$ cat src/rtl/dnc_pkg.sv
package dnc_pkg;

   // Sizes fixed by the field definitions
   localparam int SYM_W      = 4;
   localparam int DIG_W      = 4;
   localparam int SIG_W      = 6;
   localparam int EXP_W      = 9;
   localparam int REQ_DATA_W = 8;
   localparam int RSP_DATA_W = 16;

   // Default depth of the digit stores
   localparam int MAX_DIGITS_DEF = 32;

   // Exponent saturation bound
   localparam int EXP_LIMIT = 255;

   // Symbol codes
   localparam logic [SYM_W-1:0] SYM_ZERO      = 4'd0;
   localparam logic [SYM_W-1:0] SYM_DIGIT_MAX = 4'd9;
   localparam logic [SYM_W-1:0] SYM_POINT     = 4'd10;

   // Reset value of the significant digit count
   localparam logic [SIG_W-1:0] SIG_RESET = 6'd3;

   // Parser phase
   typedef enum logic [1:0] {
      PH_LEAD,
      PH_FRAC_ZERO,
      PH_INT,
      PH_FRAC
   } parse_phase_type;

   // Controller states
   typedef enum logic [1:0] {
      ST_PARSE,
      ST_READ,
      ST_LOAD,
      ST_SEND
   } ctrl_state_type;

   // Controller to datapath
   typedef struct packed {
      logic accept;   // symbol word taken this cycle
      logic load;     // capture next result into output register
      logic advance;  // step to next mantissa digit
      logic finish;   // run done: store first number, clear parser
   } dnc_cmd_type;

   // Datapath to controller
   typedef struct packed {
      logic last_digit;  // digit index is on the final mantissa digit
   } dnc_status_type;

endpackage

$ cat src/rtl/dnc_ctrl.sv
module dnc_ctrl (
   input  logic                    clock,
   input  logic                    reset,
   input  logic                    req_tvalid,
   input  logic                    req_tlast,
   output logic                    req_tready,
   output logic                    rsp_tvalid,
   input  logic                    rsp_tready,
   input  dnc_pkg::dnc_status_type status,
   output dnc_pkg::dnc_cmd_type    cmd
);

   dnc_pkg::ctrl_state_type state_ff;
   dnc_pkg::ctrl_state_type state_in;

   // state register
   always_ff @(posedge clock) begin
      if (reset) begin
         state_ff <= dnc_pkg::ST_PARSE;
      end else begin
         state_ff <= state_in;
      end
   end

   // next state
   always_comb begin
      state_in = state_ff;
      unique case (state_ff)
         dnc_pkg::ST_PARSE: begin
            if (req_tvalid && req_tlast) state_in = dnc_pkg::ST_READ;
         end
         dnc_pkg::ST_READ: begin
            state_in = dnc_pkg::ST_LOAD;
         end
         dnc_pkg::ST_LOAD: begin
            state_in = dnc_pkg::ST_SEND;
         end
         dnc_pkg::ST_SEND: begin
            if (rsp_tready) begin
               state_in = status.last_digit ? dnc_pkg::ST_PARSE : dnc_pkg::ST_READ;
            end
         end
         default: begin
            state_in = dnc_pkg::ST_PARSE;
         end
      endcase
   end

   // outputs
   always_comb begin
      req_tready  = 1'b0;
      rsp_tvalid  = 1'b0;
      cmd         = '0;
      unique case (state_ff)
         dnc_pkg::ST_PARSE: begin
            req_tready = 1'b1;
            cmd.accept = req_tvalid;
         end
         dnc_pkg::ST_READ: begin
         end
         dnc_pkg::ST_LOAD: begin
            cmd.load = 1'b1;
         end
         dnc_pkg::ST_SEND: begin
            rsp_tvalid  = 1'b1;
            cmd.advance = rsp_tready && !status.last_digit;
            cmd.finish  = rsp_tready && status.last_digit;
         end
         default: begin
         end
      endcase
   end

   // no input taken while a result word is pending
   a_no_overlap: assert property (@(posedge clock) disable iff (reset)
      !(req_tready && rsp_tvalid))
      else $error("input accepted during result emission");

   // final digit taken returns to parsing
   a_back_to_parse: assert property (@(posedge clock) disable iff (reset)
      (rsp_tvalid && rsp_tready && status.last_digit) |=> req_tready)
      else $error("controller did not return to parsing after final digit");

endmodule

$ cat src/rtl/dnc_datapath.sv
module dnc_datapath #(
   parameter int MAX_DIGITS = dnc_pkg::MAX_DIGITS_DEF
) (
   input  logic                            clock,
   input  logic                            reset,
   input  logic                            csr_we,
   input  logic [dnc_pkg::SIG_W-1:0]       csr_wdata,
   input  logic [dnc_pkg::REQ_DATA_W-1:0]  req_tdata,
   input  logic                            req_tuser,
   input  dnc_pkg::dnc_cmd_type            cmd,
   output dnc_pkg::dnc_status_type         status,
   output logic [dnc_pkg::RSP_DATA_W-1:0]  rsp_tdata,
   output logic                            rsp_tuser,
   output logic                            rsp_tlast
);

   localparam int IDX_W = (MAX_DIGITS > 1) ? $clog2(MAX_DIGITS) : 1;
   localparam int CNT_W = $clog2(MAX_DIGITS + 1);
   localparam int EXP_W = dnc_pkg::EXP_W;
   localparam int DIG_W = dnc_pkg::DIG_W;
   localparam int SIG_W = dnc_pkg::SIG_W;
   localparam logic signed [EXP_W-1:0] EXP_HI  = EXP_W'(dnc_pkg::EXP_LIMIT);
   localparam logic signed [EXP_W-1:0] EXP_LO  = -EXP_HI;
   localparam logic signed [EXP_W-1:0] EXP_ONE = EXP_W'(1);
   localparam logic [SIG_W:0]          MAX_EXT = (SIG_W + 1)'(MAX_DIGITS);

   // configuration
   logic [SIG_W-1:0] sig_ff;

   // parser state
   dnc_pkg::parse_phase_type phase_ff, phase_in;
   logic signed [EXP_W-1:0]  exp_ff, exp_in;
   logic [CNT_W-1:0]         cnt_ff;
   logic                     which_ff;

   // stored first number
   logic signed [EXP_W-1:0]  first_exp_ff;
   logic [CNT_W-1:0]         first_cnt_ff;

   // emission
   logic [IDX_W-1:0]         idx_ff;
   logic                     same_ff;
   logic [DIG_W-1:0]         rd_cur_ff;
   logic [DIG_W-1:0]         rd_first_ff;

   // output register
   logic [DIG_W-1:0]         digit_ff;
   logic signed [EXP_W-1:0]  exp_out_ff;
   logic                     id_ff;
   logic                     last_ff;
   logic                     equal_ff;

   // digit stores
   logic [DIG_W-1:0] cur_mem   [MAX_DIGITS];
   logic [DIG_W-1:0] first_mem [MAX_DIGITS];

   logic [dnc_pkg::SYM_W-1:0] sym;
   logic                      is_digit;
   logic                      is_point;
   logic                      sym_nonzero;
   logic                      take;
   logic                      keep;
   logic [CNT_W-1:0]          n_eff;
   logic [CNT_W-1:0]          idx_ext;
   logic [DIG_W-1:0]          d_cur;
   logic [DIG_W-1:0]          d_first;
   logic signed [EXP_W-1:0]   e_val;
   logic                      same_in;

   assign sym         = req_tdata[dnc_pkg::SYM_W-1:0];
   assign is_digit    = (sym <= dnc_pkg::SYM_DIGIT_MAX);
   assign is_point    = (sym == dnc_pkg::SYM_POINT);
   assign sym_nonzero = (sym != dnc_pkg::SYM_ZERO);
   assign idx_ext     = CNT_W'(idx_ff);

   // effective digit count: clamp register to 1..MAX_DIGITS
   always_comb begin
      priority if (sig_ff == '0) begin
         n_eff = CNT_W'(1);
      end else if ({1'b0, sig_ff} > MAX_EXT) begin
         n_eff = CNT_W'(MAX_DIGITS);
      end else begin
         n_eff = CNT_W'(sig_ff);
      end
   end

   // symbol parser: next phase and exponent
   always_comb begin
      phase_in = phase_ff;
      exp_in   = exp_ff;
      take     = 1'b0;
      if (is_digit) begin
         unique case (phase_ff)
            dnc_pkg::PH_LEAD: begin
               if (sym_nonzero) begin
                  take     = 1'b1;
                  exp_in   = EXP_ONE;
                  phase_in = dnc_pkg::PH_INT;
               end
            end
            dnc_pkg::PH_FRAC_ZERO: begin
               if (sym_nonzero) begin
                  take     = 1'b1;
                  phase_in = dnc_pkg::PH_FRAC;
               end else if (exp_ff > EXP_LO) begin
                  exp_in = exp_ff - EXP_ONE;
               end
            end
            dnc_pkg::PH_INT: begin
               take = 1'b1;
               if (exp_ff < EXP_HI) exp_in = exp_ff + EXP_ONE;
            end
            dnc_pkg::PH_FRAC: begin
               take = 1'b1;
            end
            default: begin
            end
         endcase
      end else if (is_point) begin
         if (phase_ff == dnc_pkg::PH_LEAD) phase_in = dnc_pkg::PH_FRAC_ZERO;
         else if (phase_ff == dnc_pkg::PH_INT) phase_in = dnc_pkg::PH_FRAC;
      end
   end

   assign keep = take && (cnt_ff < n_eff);

   // result digit, stored first digit (padded) and exponent of this number
   always_comb begin
      d_cur   = (idx_ext < cnt_ff) ? rd_cur_ff : '0;
      d_first = (idx_ext < first_cnt_ff) ? rd_first_ff : '0;
      e_val   = (phase_ff == dnc_pkg::PH_INT || phase_ff == dnc_pkg::PH_FRAC) ? exp_ff : '0;
      same_in = ((idx_ff == '0) ? (e_val == first_exp_ff) : same_ff) && (d_cur == d_first);
   end

   assign status.last_digit = (idx_ext == n_eff - CNT_W'(1));

   // control registers
   always_ff @(posedge clock) begin
      if (reset) begin
         sig_ff       <= dnc_pkg::SIG_RESET;
         phase_ff     <= dnc_pkg::PH_LEAD;
         exp_ff       <= '0;
         cnt_ff       <= '0;
         first_exp_ff <= '0;
         first_cnt_ff <= '0;
         idx_ff       <= '0;
         same_ff      <= 1'b0;
      end else begin
         if (csr_we) sig_ff <= csr_wdata;
         if (cmd.accept) begin
            phase_ff <= phase_in;
            exp_ff   <= exp_in;
            if (keep) cnt_ff <= cnt_ff + CNT_W'(1);
         end
         if (cmd.load) same_ff <= same_in;
         if (cmd.advance) idx_ff <= idx_ff + IDX_W'(1);
         if (cmd.finish) begin
            if (!which_ff) begin
               first_exp_ff <= e_val;
               first_cnt_ff <= n_eff;
            end
            phase_ff <= dnc_pkg::PH_LEAD;
            exp_ff   <= '0;
            cnt_ff   <= '0;
            idx_ff   <= '0;
         end
      end
   end

   // number id: value on the final symbol wins
   always_ff @(posedge clock) begin
      if (cmd.accept) which_ff <= req_tuser;
   end

   // digit stores, registered read
   always_ff @(posedge clock) begin
      if (cmd.accept && keep) cur_mem[cnt_ff[IDX_W-1:0]] <= sym;
      if (cmd.load && !which_ff) first_mem[idx_ff] <= d_cur;
      rd_cur_ff   <= cur_mem[idx_ff];
      rd_first_ff <= first_mem[idx_ff];
   end

   // output register
   always_ff @(posedge clock) begin
      if (cmd.load) begin
         digit_ff   <= d_cur;
         exp_out_ff <= e_val;
         id_ff      <= which_ff;
         last_ff    <= status.last_digit;
         equal_ff   <= status.last_digit && which_ff && same_in;
      end
   end

   // tdata: digit, exponent, equal, zero fill
   assign rsp_tdata = {2'b00, equal_ff, exp_out_ff, digit_ff};
   assign rsp_tuser = id_ff;
   assign rsp_tlast = last_ff;

   a_cnt_bound: assert property (@(posedge clock) disable iff (reset)
      cnt_ff <= CNT_W'(MAX_DIGITS))
      else $error("digit count beyond store depth");

   a_exp_bound: assert property (@(posedge clock) disable iff (reset)
      (exp_ff <= EXP_HI) && (exp_ff >= EXP_LO))
      else $error("running exponent out of saturation range");

   a_digit_range: assert property (@(posedge clock) disable iff (reset)
      cmd.load |=> (digit_ff <= DIG_W'(dnc_pkg::SYM_DIGIT_MAX)))
      else $error("emitted mantissa digit above nine");

endmodule

$ cat src/rtl/decimal_normalize_compare_unit.sv
// Takes two decimal numbers as a stream of symbol words (digit 0-9, or 10 for
// the point; req_tlast marks the last symbol, req_tuser says first or second
// number) and returns each one as csr-selected count n of mantissa digits,
// most significant first, with the saturated exponent of the 0.mantissa form.
// The final digit of the second number carries a flag that is set when both
// normalized forms match. Symbol words are taken back to back while the block
// parses. After the last symbol the block stops taking input and emits the n
// digits; each digit goes through a registered read of the digit store, an
// output register load and the result handshake, which waits while rsp_tready
// is low. No clearing pass is needed after reset. csr_wdata sets n; 0 acts as 1
// and values above MAX_DIGITS act as MAX_DIGITS. Write it only while no number
// is in progress.
module decimal_normalize_compare_unit #(
   parameter int MAX_DIGITS = dnc_pkg::MAX_DIGITS_DEF
) (
   input  logic                            clock,
   input  logic                            reset,
   // configuration
   input  logic                            csr_we,
   input  logic [dnc_pkg::SIG_W-1:0]       csr_wdata,   // sig_digits
   // symbol stream
   input  logic                            req_tvalid,
   output logic                            req_tready,
   input  logic [dnc_pkg::REQ_DATA_W-1:0]  req_tdata,   // [3:0] symbol, [7:4] zero
   input  logic                            req_tlast,   // last_symbol
   input  logic                            req_tuser,   // [0] which_number
   // mantissa digit stream
   output logic                            rsp_tvalid,
   input  logic                            rsp_tready,
   output logic [dnc_pkg::RSP_DATA_W-1:0]  rsp_tdata,   // [3:0] digit, [12:4] exponent,
                                                        // [13] equal, [15:14] zero
   output logic                            rsp_tlast,   // last_digit
   output logic                            rsp_tuser    // [0] number_id
);

   dnc_pkg::dnc_cmd_type    cmd;
   dnc_pkg::dnc_status_type status;

   dnc_ctrl u_ctrl (
      .clock      (clock),
      .reset      (reset),
      .req_tvalid (req_tvalid),
      .req_tlast  (req_tlast),
      .req_tready (req_tready),
      .rsp_tvalid (rsp_tvalid),
      .rsp_tready (rsp_tready),
      .status     (status),
      .cmd        (cmd)
   );

   dnc_datapath #(
      .MAX_DIGITS (MAX_DIGITS)
   ) u_datapath (
      .clock     (clock),
      .reset     (reset),
      .csr_we    (csr_we),
      .csr_wdata (csr_wdata),
      .req_tdata (req_tdata),
      .req_tuser (req_tuser),
      .cmd       (cmd),
      .status    (status),
      .rsp_tdata (rsp_tdata),
      .rsp_tuser (rsp_tuser),
      .rsp_tlast (rsp_tlast)
   );

endmodule

$ cat config.mk
export PLATFORM = sky130hd
export DESIGN_NAME = decimal_normalize_compare_unit
export DESIGN_NICKNAME = d
export VERILOG_FILES = /design/src/rtl/dnc_pkg.sv /design/src/rtl/dnc_ctrl.sv /design/src/rtl/dnc_datapath.sv /design/src/rtl/decimal_normalize_compare_unit.sv
export SDC_FILE = /design/constraint.sdc
export NUM_CORES = 1
export LEC_CHECK = 0
export ABC_AREA = 1
export ABC_CLOCK_PERIOD_IN_PS = 7660
export BUFFER_PORTS_ARGS = -buffer_cell sky130_fd_sc_hd__buf_2
export CAP_MARGIN = 20
export CORE_UTILIZATION = 60
export CTS_CLUSTER_SIZE = 24
export DETAILED_ROUTE_END_ITERATION = 16
export PLACE_DENSITY_LB_ADDON = 0.15
export SKIP_CTS_REPAIR_TIMING = 1
export SLEW_MARGIN = 40
export SYNTH_ARGS = -nofsm -noshare
export SYNTH_HDL_FRONTEND = slang
export SYNTH_SLANG_ARGS = --single-unit
$ cat constraint.sdc
create_clock -name clock -period 7.66 [get_ports clock]
set_input_delay 1.532 -clock clock [delete_from_list [all_inputs] [get_ports clock]]
set_output_delay 1.532 -clock clock [all_outputs]
set_load 0.01 [all_outputs]
==> flow_summary.toml <==
[synth]
syn_inst = 1382
synth_compound_area_share_pct = 10.2
synth_top_family_by_area = "simple AND/OR/NAND/NOR gates"
avgSynthCellArea_um2 = 10.4
synth_xor_area_share_pct = 0.728
synth_cell_type_count = 47
yosysTopAreaCell = "edfxtp_1"
synth_top_flop_cell = "edfxtp_1"
ys_seq_elements = 327
synth_commonest_cells = "273 x edfxtp_1, 240 x nor2_1, 220 x nand2_1, 147 x o21ai_0, 89 x inv_1"
synth_area_leaders = "edfxtp_1 57%, dfxtp_1 7.5%, nor2_1 6.2%"
synth.top_cell.area_share_pct = 56.8
synthSimpleGateAreaFrac_pct = 17.2
synth_fa_ha_area_share_pct = 3.26
synth_mux_area_share_pct = 0
ys_async_sr_fraction_pct = 0
yosysSeqAreaShare_pct = 64.3
yosysMostFrequentCell = "edfxtp_1"
yosysWarnings = 0
synth_edf_count = 273
netlist_area_um2 = 14400

[timing]
report.final.slew_viol_count = 0
worstMarginPinSlew_ns = 0.835
worst_slack_ns = 4.06
fin_worst_skew_ns = 0.0260
setup_viol = 0
fmax_mhz = 278
fin_setup_tns_ns = 0
fin_crit_sh_pct = 47.0
slew_headroom_pct = 44.0
min_period_ns = 3.60
rsz0062_at_grt = "false"
hold_violations = 0

[setup_path]
crit_type = "in -> reg"
crit_path_end_kind = "flip-flop"
critical_path_peak_fanout = 34
path_cells = "buf_2 -> inv_1 -> nand3_1 -> o21ai_0 -> inv_1 -> nand4_2 -> inv_2 -> nand2_1 -> nor2_1"
ff2ff_path_depth = 8
startpoint_type = "primary input"
crit_path_frequent_cell = "inv_1"
worst_ep_required_time_ns = 7.82
timing.rr.start = "u_datapath.idx_ff[0]$_SDFFE_PP0P_"
cp_slowest_cell = "buf_2"
reg2reg_slack_ns = 4.47
r2r-end = "u_datapath.rd_cur_ff[0]$_DFF_P_"
arrival_ns = 3.76
cp_slowest_stage_delay_ns = 0.56

[drt]
vias = 9981
drt_iter0_drc = 972
first_pass_iters = 5
routed_wl_um = 31400
remaining_drc_errors = 0
wire_per_inst_um = 17.9
final_antenna_net_count = 0
avgViaCountPerCell = 5.70

[global_routing]
grt_pass1_vias = 9438
gr-total-overflow = 0
grt_start_max_net_pins = 113
grt_pass1_wl_um = 49200
antenna_found_initial = 0
grt_use_total_pct = 26.1

[die]
start_util_pct = 61.3
die_area_um2 = 24700
fp.dieH_um = 157
rows = 56
die_w_um = 157
core-area_um2 = 23500
ios = 41

[placed_design]
place_hpwl_um = 19500
dp_slack_ns = 3.55
gp_congestion = 0.879
io_buffers = 34

[layout]
area_delta_synth_final_pct = 10.9
fillCellCount = 1801
antenna_cells = 0
drive_gt1_share_pct = 9.57
nets = 1463

[clocking]
htreeDepth = 2
clock-root-buffer = "clkbuf_16"
clock_latency_ns = 0.52
cts_buffer_depth = 3
cts_buffers = 35
cts.clk_slew.worst_paths_ns = 0.06
cts_tree = "built"
clkSinkCount = 327

[flow_run]
max-cap-violations = 0

[worst_hold_path]
hold_path_end = "u_datapath.first_exp_ff[1]$_SDFFE_PP0P_"
hp-class = "reg -> reg"
whs_path_depth = 2
hp-start = "u_datapath.first_exp_ff[1]$_SDFFE_PP0P_"

[power]
peakVddDrop_mv = 0.209
power_density_nw_per_um2 = 276
leakage_nw = 5.76

[run_status]
status = "finished, final reports clean"
-- worst max-delay path by stage --
stage,startpoint,end,slack (ns),depth (start not counted)
6_report,req_tdata[2],u_datapath.cur_mem[23][3]$_DFFE_PP_,4.06,9
5_1_grt,req_tdata[1],u_datapath.cur_mem[19][1]$_DFFE_PP_,3.92,9
4_1_cts,req_tdata[2],u_datapath.cur_mem[23][3]$_DFFE_PP_,4.08,9
3_5_place_dp,req_tdata[2],u_datapath.cur_mem[19][1]$_DFFE_PP_,3.55,9
3_3_place_gp,req_tdata[2],u_datapath.cur_mem[7][2]$_DFFE_PP_,3.63,9
2_1_floorplan,req_tdata[1],u_datapath.cur_mem[27][0]$_DFFE_PP_,4.72,7
-- where the power goes --
| group | leakage [nW] | switching (mW) | internal, mW |
|---|---|---|---|
| Combinational | 2.24 | 0.431 | 0.185 |
| Sequential | 2.94 | 0.0419 | 2.04 |
| Clock | 0.586 | 0.675 | 1.05 |
| Total | 5.76 | 1.15 | 3.28 |
-- through the flow --
step | power (mW) | util, % | hold slack (ns) | cell area, um^2 | std cells
2_1_floorplan | 2.53 | - | 0.439 | 14400 | 1383
3_3_place_gp | 2.71 | 62.9 | 0.452 | 14800 | 1687
3_5_place_dp | 2.73 | 62.9 | 0.457 | 14800 | 1687
4_1_cts | 4.44 | 68.0 | 0.466 | 16000 | 1750
5_1_grt | 4.60 | 68.0 | 0.493 | 16000 | 1750
6_report | 4.43 | 68.0 | 0.464 | 16000 | 1750
-- registers in the layout, summed over array words and instances, names as in the netlist --
| name | count |
|---|---|
| u_datapath.idx_ff | 5 |
| u_datapath.same_ff | 1 |
| u_datapath.exp_out_ff | 9 |
| u_datapath.exp_ff | 9 |
| u_datapath.rsp_tlast | 1 |
| u_datapath.first_exp_ff | 9 |
| u_datapath.first_mem | 128 |
| u_datapath.sig_ff | 6 |
| u_datapath.cnt_ff | 6 |
| u_datapath.phase_ff | 2 |
| u_datapath.equal_ff | 1 |
| u_datapath.rsp_tuser | 1 |
| u_ctrl.state_ff | 2 |
| u_datapath.cur_mem | 128 |
| u_datapath.which_ff | 1 |
| u_datapath.rd_first_ff | 4 |
| u_datapath.digit_ff | 4 |
| u_datapath.first_cnt_ff | 6 |
| u_datapath.rd_cur_ff | 4 |
-- per-layer routing --
metal | vias to the layer above | share of wire [%] | track usage (%)
met5 | - | 0 | 0
met4 | 0 | 2.3 | 8.46
met3 | 67 | 6.1 | 4.19
met2 | 323 | 48 | 43.3
met1 | 4708 | 43 | 35.2
li1 | 4883 | - | -
-- cell families after synthesis --
kind of cell,after synthesis
DFF,327
and+or+nand+nor,585
AOI/OAI and AO/OA,270
xor gates and xnor gates,12
adders and majority gates,37
buffers and inverters,150
other,1
-- critical path: cells and delay by family --
family                 cells  cell delay [ns]
AND/OR/NAND/NOR            4             1.18
buffers and inverters      4             0.95
AO/OA/AOI/OAI              1             0.10
-- cell type report --
class                      instances  area [um^2]  share of cell area (%)
sequential                       327         9280                    58.0
clock inverter                    21          251                    1.57
tap                              319          399                    2.49
multi-input combinational        906         4550                    28.4
inverter                          95          365                    2.28
timing repair buffer              40          223                    1.39
clock buffer                      42          943                    5.89
-- layout by cell type (no fill, tap or decap), drive strengths merged, types with 2 or more instances in the layout --
master	n
edfxtp	273
nor2	244
nand2	229
o21ai	150
inv	96
o22ai	64
nand3	56
dfxtp	54
a21oi	44
clkbuf	42
buf	40
ha	36
nand4	27
clkinv	14
or2	13
nor3	12
xor2	10
bufinv	5
a21o	2
a211oi	2
xnor2	2
nor4	2
o21a	2
conb	2
Note: power is estimated with default switching activity, not from simulation.
